File: config.mk
export PLATFORM = sky130hd
export DESIGN_NAME = sliding_window_average
export DESIGN_NICKNAME = d
export VERILOG_FILES = /design/src/rtl/swa_pkg.sv /design/src/rtl/swa_window.sv /design/src/rtl/swa_div_cell.sv /design/src/rtl/sliding_window_average.sv
export VERILOG_INCLUDE_DIRS = /design/src /design/src/rtl
export SDC_FILE = /design/constraint.sdc
export NUM_CORES = 2
export LEC_CHECK = 0
export BUFFER_PORTS_ARGS = -buffer_cell sky130_fd_sc_hd__clkbuf_2
export CORE_MARGIN = 3
export CORE_UTILIZATION = 35
export CTS_BUF_LIST = sky130_fd_sc_hd__clkbuf_2 sky130_fd_sc_hd__clkbuf_4 sky130_fd_sc_hd__clkbuf_8
export CTS_CLUSTER_DIAMETER = 100
export DETAILED_ROUTE_END_ITERATION = 7
export GPL_ROUTABILITY_DRIVEN = 0
export PLACE_DENSITY = 0.51
export SLEW_MARGIN = 5
export SYNTH_ARGS = -nofsm -noshare
export SYNTH_HDL_FRONTEND = slang
export SYNTH_SLANG_ARGS = --single-unit
File: constraint.sdc
create_clock -name clk_i -period 50.2 [get_ports clk_i]
set_clock_uncertainty 0.15 [all_clocks]
set_input_delay 2.51 -clock clk_i [delete_from_list [all_inputs] [get_ports clk_i]]
set_output_delay 2.51 -clock clk_i [all_outputs]
set_load 0.01 [all_outputs]
File: src/rtl/sliding_window_average_assert.svh
// Assertion macros shared by the moving-average RTL.
// Each macro expects clk_i and rst_ni to be visible where it is used.
`ifndef SLIDING_WINDOW_AVERAGE_ASSERT_SVH
`define SLIDING_WINDOW_AVERAGE_ASSERT_SVH

`ifndef SYNTHESIS

// Same-cycle implication, checked at every rising edge out of reset.
`define SWA_ASSERT_IMP(lbl, ante, cons, msg) \
  lbl: assert property (@(posedge clk_i) disable iff (!rst_ni) (ante) |-> (cons)) \
    else $error(msg);

// Next-cycle implication, checked at every rising edge out of reset.
`define SWA_ASSERT_NXT(lbl, ante, cons, msg) \
  lbl: assert property (@(posedge clk_i) disable iff (!rst_ni) (ante) |=> (cons)) \
    else $error(msg);

`else

`define SWA_ASSERT_IMP(lbl, ante, cons, msg)
`define SWA_ASSERT_NXT(lbl, ante, cons, msg)

`endif

`endif

File: src/rtl/swa_pkg.sv
`default_nettype none

package swa_pkg;

  // Sample width fixed by the stream format.
  localparam int SAMPLE_BITS = 24;

  // Width of the window length register.
  localparam int WL_BITS = 8;

  // Window length after reset.
  localparam logic [WL_BITS-1:0] WINDOW_RESET = 8'd100;

  // Configuration address width and register index.
  localparam int CFG_ADDR_BITS = 3;
  localparam logic REG_WINDOW_LENGTH = 1'b0;

  // Input beat.
  typedef struct packed {
    logic signed [SAMPLE_BITS-1:0] sample_value;
    logic                          last_sample;
  } in_beat_t;

  // Output beat.
  typedef struct packed {
    logic signed [SAMPLE_BITS-1:0] window_mean;
    logic                          warming_up;
  } out_beat_t;

  // Control carried alongside the data through the divider chain.
  typedef struct packed {
    logic valid;
    logic neg;
    logic warm;
  } div_ctrl_t;

  // Configuration write towards the window logic.
  typedef struct packed {
    logic               wr;
    logic [WL_BITS-1:0] value;
  } cfg_wr_t;

endpackage

`default_nettype wire

File: src/rtl/swa_window.sv
`default_nettype none
`include "sliding_window_average_assert.svh"

module swa_window #(
  parameter int MAX_WINDOW = 128,
  localparam int CNT_BITS = $clog2(MAX_WINDOW + 1),
  localparam int PTR_BITS = $clog2(MAX_WINDOW),
  localparam int SUM_BITS = swa_pkg::SAMPLE_BITS + PTR_BITS
) (
  input  wire                               clk_i,
  input  wire                               rst_ni,
  input  swa_pkg::cfg_wr_t                  cfg_i,
  output logic [swa_pkg::WL_BITS-1:0]       window_length_o,
  input  wire                               in_valid_i,
  input  wire                               adv_i,
  input  swa_pkg::in_beat_t                 in_data_i,
  output swa_pkg::div_ctrl_t                stage_ctrl_o,
  output logic signed [SUM_BITS-1:0]        stage_total_o,
  output logic [CNT_BITS-1:0]               stage_fill_o
);

  localparam int S = swa_pkg::SAMPLE_BITS;
  localparam int CMP_BITS = (CNT_BITS > swa_pkg::WL_BITS) ? CNT_BITS : swa_pkg::WL_BITS;

  // Clamp the programmed length into one to the depth of the delay line.
  function automatic logic [CNT_BITS-1:0] eff_len(input logic [swa_pkg::WL_BITS-1:0] wl);
    logic [CMP_BITS-1:0] wide;
    wide = CMP_BITS'(wl);
    if (wide == '0) begin
      return CNT_BITS'(1);
    end else if (wide > CMP_BITS'(MAX_WINDOW)) begin
      return CNT_BITS'(MAX_WINDOW);
    end else begin
      return CNT_BITS'(wide);
    end
  endfunction

  logic [swa_pkg::WL_BITS-1:0] wl_q, wl_d;
  logic signed [SUM_BITS-1:0]  total_q, total_d;
  logic [CNT_BITS-1:0]         fill_q, fill_d;
  logic [PTR_BITS-1:0]         wp_q, wp_d;
  logic [S-1:0]                rd_q;
  logic [PTR_BITS-1:0]         rd_addr_d;
  logic [PTR_BITS:0]           rd_sum;
  logic [S-1:0]                mem [MAX_WINDOW];

  logic                        accept;
  logic [CNT_BITS-1:0]         len_cur;
  logic                        full;
  logic signed [SUM_BITS:0]    sum_ext;
  logic signed [SUM_BITS-1:0]  total_new;
  logic [CNT_BITS-1:0]         fill_new;
  logic                        warm_new;
  logic [S-1:0]                smp;

  swa_pkg::div_ctrl_t          stage_ctrl_q, stage_ctrl_d;
  logic signed [SUM_BITS-1:0]  stage_total_q;
  logic [CNT_BITS-1:0]         stage_fill_q;

  assign accept  = in_valid_i && adv_i;
  assign smp     = in_data_i.sample_value;
  assign len_cur = eff_len(wl_q);
  assign full    = (fill_q >= len_cur);

  // Running sum update: add the new sample, drop the leaving one when full.
  always_comb begin
    sum_ext = {total_q[SUM_BITS-1], total_q} + {{(SUM_BITS + 1 - S){smp[S-1]}}, smp};
    if (full) begin
      sum_ext = sum_ext - {{(SUM_BITS + 1 - S){rd_q[S-1]}}, rd_q};
    end
    total_new = sum_ext[SUM_BITS-1:0];
    fill_new  = full ? fill_q : fill_q + CNT_BITS'(1);
    warm_new  = (fill_new < len_cur);
  end

  // Next state of the window registers.
  always_comb begin
    wl_d    = wl_q;
    total_d = total_q;
    fill_d  = fill_q;
    wp_d    = wp_q;
    if (cfg_i.wr) begin
      wl_d    = cfg_i.value;
      total_d = '0;
      fill_d  = '0;
    end else if (accept) begin
      wp_d = (wp_q == PTR_BITS'(MAX_WINDOW - 1)) ? '0 : wp_q + PTR_BITS'(1);
      if (in_data_i.last_sample) begin
        total_d = '0;
        fill_d  = '0;
      end else begin
        total_d = total_new;
        fill_d  = fill_new;
      end
    end
  end

  // Slot of the sample that leaves the window with the next beat.
  always_comb begin
    rd_sum = {1'b0, wp_d} + (PTR_BITS + 1)'(MAX_WINDOW) - (PTR_BITS + 1)'(eff_len(wl_d));
    if (rd_sum >= (PTR_BITS + 1)'(MAX_WINDOW)) begin
      rd_sum = rd_sum - (PTR_BITS + 1)'(MAX_WINDOW);
    end
    rd_addr_d = rd_sum[PTR_BITS-1:0];
  end

  always_ff @(posedge clk_i or negedge rst_ni) begin
    if (!rst_ni) begin
      wl_q    <= swa_pkg::WINDOW_RESET;
      total_q <= '0;
      fill_q  <= '0;
      wp_q    <= '0;
    end else begin
      wl_q    <= wl_d;
      total_q <= total_d;
      fill_q  <= fill_d;
      wp_q    <= wp_d;
    end
  end

  // Delay line with a registered read, bypassed when the slot is written now.
  always_ff @(posedge clk_i) begin
    if (accept) begin
      mem[wp_q] <= smp;
    end
    if (accept && (rd_addr_d == wp_q)) begin
      rd_q <= smp;
    end else begin
      rd_q <= mem[rd_addr_d];
    end
  end

  // Stage register feeding the divider chain.
  always_comb begin
    stage_ctrl_d = stage_ctrl_q;
    if (adv_i) begin
      stage_ctrl_d.valid = accept;
      stage_ctrl_d.neg   = total_new[SUM_BITS-1];
      stage_ctrl_d.warm  = warm_new;
    end
  end

  always_ff @(posedge clk_i or negedge rst_ni) begin
    if (!rst_ni) begin
      stage_ctrl_q <= '0;
    end else begin
      stage_ctrl_q <= stage_ctrl_d;
    end
  end

  always_ff @(posedge clk_i) begin
    if (adv_i) begin
      stage_total_q <= total_new;
      stage_fill_q  <= fill_new;
    end
  end

  assign window_length_o = wl_q;
  assign stage_ctrl_o    = stage_ctrl_q;
  assign stage_total_o   = stage_total_q;
  assign stage_fill_o    = stage_fill_q;

  `SWA_ASSERT_IMP(a_fill_le_len, 1'b1, fill_q <= len_cur, "fill count above window length")
  `SWA_ASSERT_NXT(a_last_clears, accept && in_data_i.last_sample, (fill_q == '0) && (total_q == '0), "sequence end did not clear the window")
  `SWA_ASSERT_IMP(a_stage_fill, stage_ctrl_q.valid, stage_fill_q != '0, "divisor of zero entered the chain")

endmodule

`default_nettype wire

File: src/rtl/swa_div_cell.sv
`default_nettype none
`include "sliding_window_average_assert.svh"

module swa_div_cell #(
  parameter int DEN_BITS = 8,
  parameter int ACC_BITS = 24
) (
  input  wire                       clk_i,
  input  wire                       rst_ni,
  input  wire                       en_i,
  input  swa_pkg::div_ctrl_t        ctrl_i,
  input  wire [DEN_BITS-1:0]        rem_i,
  input  wire [ACC_BITS-1:0]        acc_i,
  input  wire [DEN_BITS-1:0]        den_i,
  output swa_pkg::div_ctrl_t        ctrl_o,
  output logic [DEN_BITS-1:0]       rem_o,
  output logic [ACC_BITS-1:0]       acc_o,
  output logic [DEN_BITS-1:0]       den_o
);

  swa_pkg::div_ctrl_t   ctrl_q;
  logic [DEN_BITS-1:0]  rem_q, rem_d;
  logic [ACC_BITS-1:0]  acc_q, acc_d;
  logic [DEN_BITS-1:0]  den_q;
  logic [DEN_BITS:0]    trial;
  logic                 qbit;

  // One restoring step: bring in the next dividend bit, subtract if it fits.
  always_comb begin
    trial = {rem_i, acc_i[ACC_BITS-1]};
    qbit  = (trial >= {1'b0, den_i});
    if (qbit) begin
      rem_d = DEN_BITS'(trial - {1'b0, den_i});
    end else begin
      rem_d = trial[DEN_BITS-1:0];
    end
    acc_d = {acc_i[ACC_BITS-2:0], qbit};
  end

  always_ff @(posedge clk_i or negedge rst_ni) begin
    if (!rst_ni) begin
      ctrl_q <= '0;
    end else if (en_i) begin
      ctrl_q <= ctrl_i;
    end
  end

  always_ff @(posedge clk_i) begin
    if (en_i) begin
      rem_q <= rem_d;
      acc_q <= acc_d;
      den_q <= den_i;
    end
  end

  assign ctrl_o = ctrl_q;
  assign rem_o  = rem_q;
  assign acc_o  = acc_q;
  assign den_o  = den_q;

  `SWA_ASSERT_IMP(a_rem_lt_den, ctrl_q.valid, rem_q < den_q, "partial remainder not below divisor")

endmodule

`default_nettype wire

File: src/rtl/sliding_window_average.sv
// Moving-average filter over a stream of signed 24-bit samples.
// Input channel: in_valid_i / in_ready_o with in_data_i (sample and end-of-
// sequence flag). Output channel: out_valid_o / out_ready_i with out_data_o
// (mean of the window and a warm-up flag). One output beat per input beat.
// Throughput: one beat per cycle while the receiver keeps up.
// From input acceptance to out_valid_o a beat passes the stage register that
// takes the updated running sum and count, then a chain of 24 divider cells
// that resolve one quotient bit each, then the output register.
// The window length is written through the APB port at any address with
// paddr[2] clear; a write restarts the sequence. Reset sets the length to 100
// and clears the sum and count; the delay-line contents stay undefined and
// need no clearing pass. When the output register holds a beat that is not
// taken and another beat reaches the end of the chain, the whole chain holds
// and in_ready_o drops until out_ready_i returns.
`default_nettype none
`include "sliding_window_average_assert.svh"

module sliding_window_average #(
  parameter int MAX_WINDOW = 128
) (
  input  wire                                  clk_i,
  input  wire                                  rst_ni,
  input  wire                                  in_valid_i,
  output logic                                 in_ready_o,
  input  swa_pkg::in_beat_t                    in_data_i,
  output logic                                 out_valid_o,
  input  wire                                  out_ready_i,
  output swa_pkg::out_beat_t                   out_data_o,
  input  wire                                  psel,
  input  wire                                  penable,
  input  wire                                  pwrite,
  input  wire [swa_pkg::CFG_ADDR_BITS-1:0]     paddr,
  input  wire [31:0]                           pwdata,
  output logic [31:0]                          prdata,
  output logic                                 pready
);

  localparam int S        = swa_pkg::SAMPLE_BITS;
  localparam int CNT_BITS = $clog2(MAX_WINDOW + 1);
  localparam int PTR_BITS = $clog2(MAX_WINDOW);
  localparam int SUM_BITS = S + PTR_BITS;

  swa_pkg::cfg_wr_t             cfg;
  logic [swa_pkg::WL_BITS-1:0]  wl;
  logic                         reg_hit;
  logic                         chain_adv;

  swa_pkg::div_ctrl_t           ctrl [S+1];
  logic [CNT_BITS-1:0]          rem  [S+1];
  logic [S-1:0]                 acc  [S+1];
  logic [CNT_BITS-1:0]          den  [S+1];

  logic signed [SUM_BITS-1:0]   stage_total;
  logic [SUM_BITS-1:0]          mag;
  logic [S-1:0]                 quot;
  logic [S-1:0]                 quot_neg;

  logic                         out_valid_q, out_valid_d;
  swa_pkg::out_beat_t           out_data_q;
  logic                         out_load;

  // Register access.
  assign reg_hit   = (paddr[2] == swa_pkg::REG_WINDOW_LENGTH);
  assign cfg.wr    = psel && penable && pwrite && reg_hit;
  assign cfg.value = pwdata[swa_pkg::WL_BITS-1:0];
  assign pready    = 1'b1;
  assign prdata    = reg_hit ? {{(32 - swa_pkg::WL_BITS){1'b0}}, wl} : '0;

  // The chain holds only when its last beat cannot move into the output register.
  assign chain_adv  = !(ctrl[S].valid && out_valid_q && !out_ready_i);
  assign in_ready_o = chain_adv;

  swa_window #(
    .MAX_WINDOW (MAX_WINDOW)
  ) u_window (
    .clk_i           (clk_i),
    .rst_ni          (rst_ni),
    .cfg_i           (cfg),
    .window_length_o (wl),
    .in_valid_i      (in_valid_i),
    .adv_i           (chain_adv),
    .in_data_i       (in_data_i),
    .stage_ctrl_o    (ctrl[0]),
    .stage_total_o   (stage_total),
    .stage_fill_o    (den[0])
  );

  // Magnitude of the sum; its high part is already below the divisor.
  assign mag    = stage_total[SUM_BITS-1] ? (~stage_total + SUM_BITS'(1)) : stage_total;
  assign rem[0] = CNT_BITS'(mag[SUM_BITS-1:S]);
  assign acc[0] = mag[S-1:0];

  // Divider chain, one quotient bit per cell.
  for (genvar g = 0; g < S; g++) begin : g_cell
    swa_div_cell #(
      .DEN_BITS (CNT_BITS),
      .ACC_BITS (S)
    ) u_cell (
      .clk_i  (clk_i),
      .rst_ni (rst_ni),
      .en_i   (chain_adv),
      .ctrl_i (ctrl[g]),
      .rem_i  (rem[g]),
      .acc_i  (acc[g]),
      .den_i  (den[g]),
      .ctrl_o (ctrl[g+1]),
      .rem_o  (rem[g+1]),
      .acc_o  (acc[g+1]),
      .den_o  (den[g+1])
    );
  end

  // Restore the sign so the mean truncates toward zero.
  assign quot     = acc[S];
  assign quot_neg = ~quot + {{(S - 1){1'b0}}, 1'b1};

  // Output register.
  always_comb begin
    out_valid_d = out_valid_q;
    out_load    = 1'b0;
    if (!out_valid_q || out_ready_i) begin
      out_valid_d = ctrl[S].valid;
      out_load    = ctrl[S].valid;
    end
  end

  always_ff @(posedge clk_i or negedge rst_ni) begin
    if (!rst_ni) begin
      out_valid_q <= 1'b0;
    end else begin
      out_valid_q <= out_valid_d;
    end
  end

  always_ff @(posedge clk_i) begin
    if (out_load) begin
      out_data_q.window_mean <= ctrl[S].neg ? quot_neg : quot;
      out_data_q.warming_up  <= ctrl[S].warm;
    end
  end

  assign out_valid_o = out_valid_q;
  assign out_data_o  = out_data_q;

  `SWA_ASSERT_IMP(a_quot_range, ctrl[S].valid, quot <= {1'b1, {(S - 1){1'b0}}}, "quotient out of sample range")

endmodule

`default_nettype wire

# Word level (Yosys, flattened, before mapping)
# Memories as Yosys holds them, arrays and structs flattened. A register that Yosys moved wholly into a read port is not among the register bits.
# Cells that the tools add are included.
# totals
register_bits,1138
mem_bits_rw,3072
inputBits,67
out_inout_bits,60
elab_cells,279
mem_count,1
# op_classes
n_addsub,32
order_cmp,29
n_eq_ne,1
muxes,46
n_bitwise,3
reduce_logical,13
# memory_table
name,depth,width,rd,rd_clocked_by_memory_dff,write_ports,line_no,source
u_window.mem,128,24,1,1,1,swa_window.sv:45,logic [S-1:0] mem [MAX_WINDOW];
# ops
cell,count
2-to-1 mux 8 bit,33
greater-or-equal comparator 9 x 8 -> 1 bit,23
subtractor 8 bit,24
2-to-1 mux 31 bit,5
"adder 31 x 2 -> 31 bit, second input constant",1
adder 31 x 24 -> 31 bit,1
NOT 31 bit,1
subtractor 31 bit,1
2-to-1 mux 7 bit,4
"adder 24 x 1 -> 24 bit, second input constant",1
2-to-1 mux 24 bit,1
NOT 24 bit,1
greater-or-equal comparator 8 bit,2
"> comparator 8 bit, second input constant",2
logical NOT 8 bit,2
"adder 7 x 8 -> 8 bit, second input constant",1
"adder 8 x 1 -> 8 bit, second input constant",1
"greater-or-equal comparator 8 bit, second input constant",1
less-than comparator 8 bit,1
"adder 7 x 1 -> 7 bit, second input constant",1
"equality test 7 bit, second input constant",1
"subtractor 7 x 1 -> 7 bit, second input constant",1
logical AND 1 bit,6
logical NOT 1 bit,3
other kinds (4),6

# Depth between registers and ports, before layout
# logic_depth
ltp_word,10
ltp_mapped,22
mapped_depth_nobuf,22

# By module
# A second synthesis with hierarchy kept.
# hier_totals
cells_unflattened,8365
area_unflattened_um2,170682.4
# modules_own_cells
module,n_inst,cells_per_inst,area_each_um2,seq_area_each_um2
swa_window,1,5376,124511.9,94989.9
swa_div_cell at g_cell[0].u_cell ...,23,115,1830.5,1276.2
sliding_window_average,1,232,2219.6,775.7
swa_div_cell at g_cell[21].u_cell,1,112,1849.3,1276.2

# Worst setup path before layout
# No wires, ideal clock.
# synth_path
path_type,input port to output port
start,input port out_ready_i
end,output port in_ready_o
arrival_time_ps,29791
required_time_ps,47540
slack_ps,17749
cell_stages,5
n_path_buf,2
cell_sequence,nand2b_1 > nor2_1 > inv_1 > clkbuf_1 > clkbuf_1
# synth_between
elab_chain_len,3
# synth_lines
item,line_no,source
start: declaration,sliding_window_average.sv:27,"input wire out_ready_i,"
logical NOT 1 bit,sliding_window_average.sv:70,assign chain_adv = !(ctrl[S].valid && out_valid_q && !out_ready_i);
logical AND 1 bit,sliding_window_average.sv:70,
logical NOT 1 bit,sliding_window_average.sv:70,
end: declaration,sliding_window_average.sv:24,"output logic in_ready_o,"
# No other way between the ends.

==> flow_metrics.tcl <==
set metrics [dict create \
    run_status "completed" \
    seq_area_um2 125900 \
    synth_enable_flop_cells 4080 \
    postCtsHoldBufs 0 \
    syn_area_um2 166900 \
    timing.final.ws_setup_ns 41.11 \
    die_area_um2 485100 \
    timing_worst_slew_pin_value_ns 1.152 \
    multi_input_area_um2 38650 \
    drcViolationCount 0 \
    largest_family_of_logic_cells_by_synthesized_area "multiplexers" \
    worstSetupEndpointType "flip-flop" \
    critical_path_depth 18 \
    critPathBufInv 3 \
    r2r-end "u_window.total_q[29]$_DFFE_PN0P_" \
    final_critical_path_required_period_ns 9.091 \
    syn_area_per_cell_um2 20.06 \
    achievable-frequency_ghz 0.1100 \
    hold_depth 0 \
    grt_first_pass_wirelength_mm 595.5 \
    hp-class "reg -> reg" \
    vdd.ir_drop.worst_v 0.00004093 \
    number_of_clock_sinks_seen_by_cts 4217 \
    yosys.area_share.simple_pct 2.860 \
    crit_arrival_ns 10.01 \
    final.period_utilization_pct 18.11 \
    cp_max_fo 39 \
    initial_utilization_pct 35.28 \
    layout.nets 9403 \
    detail_route.wl_per_cell_um 26.24 \
    critical_path_endpoint "u_window.total_q[29]$_DFFE_PN0P_" \
    overflow 0 \
    buffer_ports.inserted 75 \
    drt-initial-drc-count 7478 \
    setup_violations 0 \
    timing_worst_setup_path_type "reg -> reg" \
    final_max_slew_viol_count 0 \
    post_synth_xor_area_fraction_pct 1.011 \
    drt_first_pass_iters 5 \
    final-hold-violation-count 0 \
    post_cts_resized 0 \
    placement.setup.worst_slack_ns 41.00 \
    largest_net_degree_at_the_start_of_global_routing 184 \
    setup.worst_path.start_class "flip-flop" \
    synth_adder_area_share_pct 2.389 \
    critical_path.max_stage_delay_ns 0.95 \
    drv.max_cap_violation_count 0 \
    finalPower_mw 11.95 \
    antenna_violation_net_count_after_detailed_routing 0 \
    synth-seq-cells 4217 \
    tritoncts "yes" \
    slew-limit-headroom_pct 23.14 \
    reg2reg_setup_slack_ns 41.11 \
    async_reset_ff_share_pct 3.083 \
    drive_above_1_share_pct 26.78 \
    critPathRequiredTime_ns 51.12 \
    route.final.wire_length_mm 414.1 \
    synthesis.yosys.warnings 0 \
    critical_path_cell_by_cell "buf_4 -> buf_4 -> buf_4 -> mux4_2 -> mux4_2 -> mux4_2 -> mux2i_1 -> ha_1 -> a21o_1 -> nand4_1 -> nand2_1 -> o311ai_0 -> a31oi_1 -> o2111ai_1 -> nand3_1 -> o211ai_1 -> mux2_2 -> a221o_1" \
    post_cts_buffers 0 \
    total_leakage_power_nw 63.46 \
    clk_root_buffer_cell "clkbuf_8" \
    yosysUniqueCellTypes 77 \
    finalSetupTns_ns 0 \
    path_clk_slew_ns 0.06 \
    tritoncts_buffer_count 703 \
    cts_max_level 6 \
    via_count 81340 \
    dominantRegCellSynth "edfxtp_1" \
    grt_pass1_vias 86310 \
    die_h_um 696.5 \
    clockBufferDepth 4 \
    worst_r2r_path_depth 18 \
    initial_antenna_violation_count 26 \
    areaGrowthSynthToFinish_pct 13.62 \
    power_per_cell_area_nw_per_um2 63.04 \
    design.portCount 127 \
    clk-insertion-delay-late_ns 1.26 \
    fp.coreArea_um2 473000 \
    yosysSeqAreaShare_pct 75.45 \
    die_width_um 696.5 \
    detailed_place_hpwl_mm 239.8 \
    synthesis.instances 8318 \
    grt_overall_usage_pct 16.88 \
    timing.critical_path.slowest_stage_cell "dfxtp_4" \
    critical-path-top-delay-family "multiplexers" \
    via_per_inst 5.154 \
    synth_compound_gate_area_share_pct 2.858 \
    grt_setup_unrepaired "false" \
    row_count 252 \
    post_synth_mux_area_share_pct 13.78 \
    fill_cells 42100 \
]
## cells by family after synthesis
kind of cell	count (synthesis)
compound gates	749
xor+xnor	191
fa+ha+maj	303
buf+inv	698
flops	4217
mux	1058
other cells	2
simple gates	1100
## how the worst min path moves through the flow
stage	from	end	slack [ns]
2_1_floorplan	g_cell[9].u_cell.acc_o[9]$_DFFE_PN_	g_cell[10].u_cell.acc_o[10]$_DFFE_PN_	0.25
3_3_place_gp	g_cell[15].u_cell.acc_o[11]$_DFFE_PN_	g_cell[16].u_cell.acc_o[12]$_DFFE_PN_	0.25
3_5_place_dp	g_cell[9].u_cell.acc_o[22]$_DFFE_PN_	g_cell[10].u_cell.acc_o[23]$_DFFE_PN_	0.25
4_1_cts	g_cell[16].u_cell.acc_o[21]$_DFFE_PN_	g_cell[17].u_cell.acc_o[22]$_DFFE_PN_	0.15
5_1_grt	g_cell[16].u_cell.acc_o[20]$_DFFE_PN_	g_cell[17].u_cell.acc_o[21]$_DFFE_PN_	0.15
6_report	g_cell[16].u_cell.acc_o[21]$_DFFE_PN_	g_cell[17].u_cell.acc_o[22]$_DFFE_PN_	0.18
## sequential cells by signal, indices dropped and copies added, names as in the netlist, 25 cells and up, named ones only
signal                  count
g_cell.u_cell.acc_o       576
g_cell.u_cell.ctrl_o       72
g_cell.u_cell.den_o       184
g_cell.u_cell.rem_o       184
out_data_o                 25
u_window.mem             3072
u_window.stage_total_o     31
u_window.total_q           31
## metrics by stage
| stage | instance area [um^2] | util [%] | instances | hold WS, ns |
|---|---|---|---|---|
| after global placement | 176200 | 37.25 | 14550 | 0.2503 |
| after floorplan | 167000 | - | 8341 | 0.2503 |
| after detailed placement | 176200 | 37.25 | 14550 | 0.2545 |
| after global routing | 189600 | 40.09 | 15780 | 0.1542 |
| after CTS | 189600 | 40.09 | 15780 | 0.1533 |
| final | 189600 | 40.09 | 15780 | 0.1838 |
## metal layers
| layer | vias up | track usage [%] | share of wire (%) |
|---|---|---|---|
| met4 | 12 | 5.902 | 3.3 |
| li1 | 35040 | - | - |
| met5 | - | 0 | 0.018 |
| met2 | 2328 | 28.94 | 50 |
| met1 | 43200 | 21.69 | 41 |
| met3 | 760 | 2.819 | 5.5 |
## cell usage after synthesis, types with 10 or more instances
library cell,count,area [um^2]
dfrtp_1,127,3178
nand2_1,523,1963
nor2b_1,61,381.6
nor3_1,30,150.1
and3_1,21,131.4
o41ai_1,10,87.58
fa_1,26,520.5
clkbuf_1,212,795.8
mux4_2,989,22270
mux2_2,25,281.5
a21boi_0,60,450.4
xnor2_1,121,1060
a21o_1,64,480.5
buf_4,26,195.2
a22o_1,32,280.3
a21oi_1,124,620.6
edfxtp_1,4080,122500
nand2b_1,32,200.2
nor2_1,309,1160
nand3_1,27,135.1
xor2_1,69,604.3
nand4_1,51,319.1
mux2i_1,44,440.4
buf_1,84,315.3
a22oi_1,16,120.1
o21ai_0,264,1321
a311oi_1,23,201.4
o21bai_1,24,180.2
o31ai_1,65,488.0
ha_1,277,3466
inv_1,363,1363
## power by group
part           switching (mW)  internal, mW  leakage (nW)
sequential              0.260          4.62          39.7
clock                    1.37          1.57          7.11
combinational            2.41          1.73          16.6
total                    4.03          7.92          63.5
## cell usage in the layout (no fill, tap or decap), types with 15 or more instances in the layout
cell type / n
a21boi_0: 60
a21o_1: 64
a21oi_1: 124
a22o_1: 32
a22oi_1: 16
a311oi_1: 23
and3_1: 21
buf_4: 258
clkbuf_2: 50
clkbuf_4: 258
clkbuf_8: 713
clkinv_1: 158
clkinv_2: 35
conb_1: 25
dfrtp_1: 127
edfxtp_1: 4080
fa_1: 26
ha_1: 277
inv_1: 362
inv_6: 15
mux2_2: 25
mux2i_1: 44
mux4_2: 989
nand2_1: 523
nand2b_1: 32
nand3_1: 26
nand4_1: 51
nor2_1: 180
nor2_2: 128
nor2b_1: 59
nor3_1: 30
o21ai_0: 264
o21bai_1: 24
o31ai_1: 65
xnor2_1: 121
xor2_1: 69
## layout make-up
| class | instances | share of cell area, % |
|---|---|---|
| repair buffers | 319 | 1.265 |
| clock buffers | 971 | 6.197 |
| clock inverters | 254 | 0.8869 |
| diodes | 6 | 0.007919 |
| inverters | 366 | 0.7325 |
| well taps | 6223 | 4.107 |
| flip-flops and latches | 4217 | 66.42 |
| multi-input cells | 3426 | 20.38 |
No activity file was read; power rests on OpenSTA's default activity.
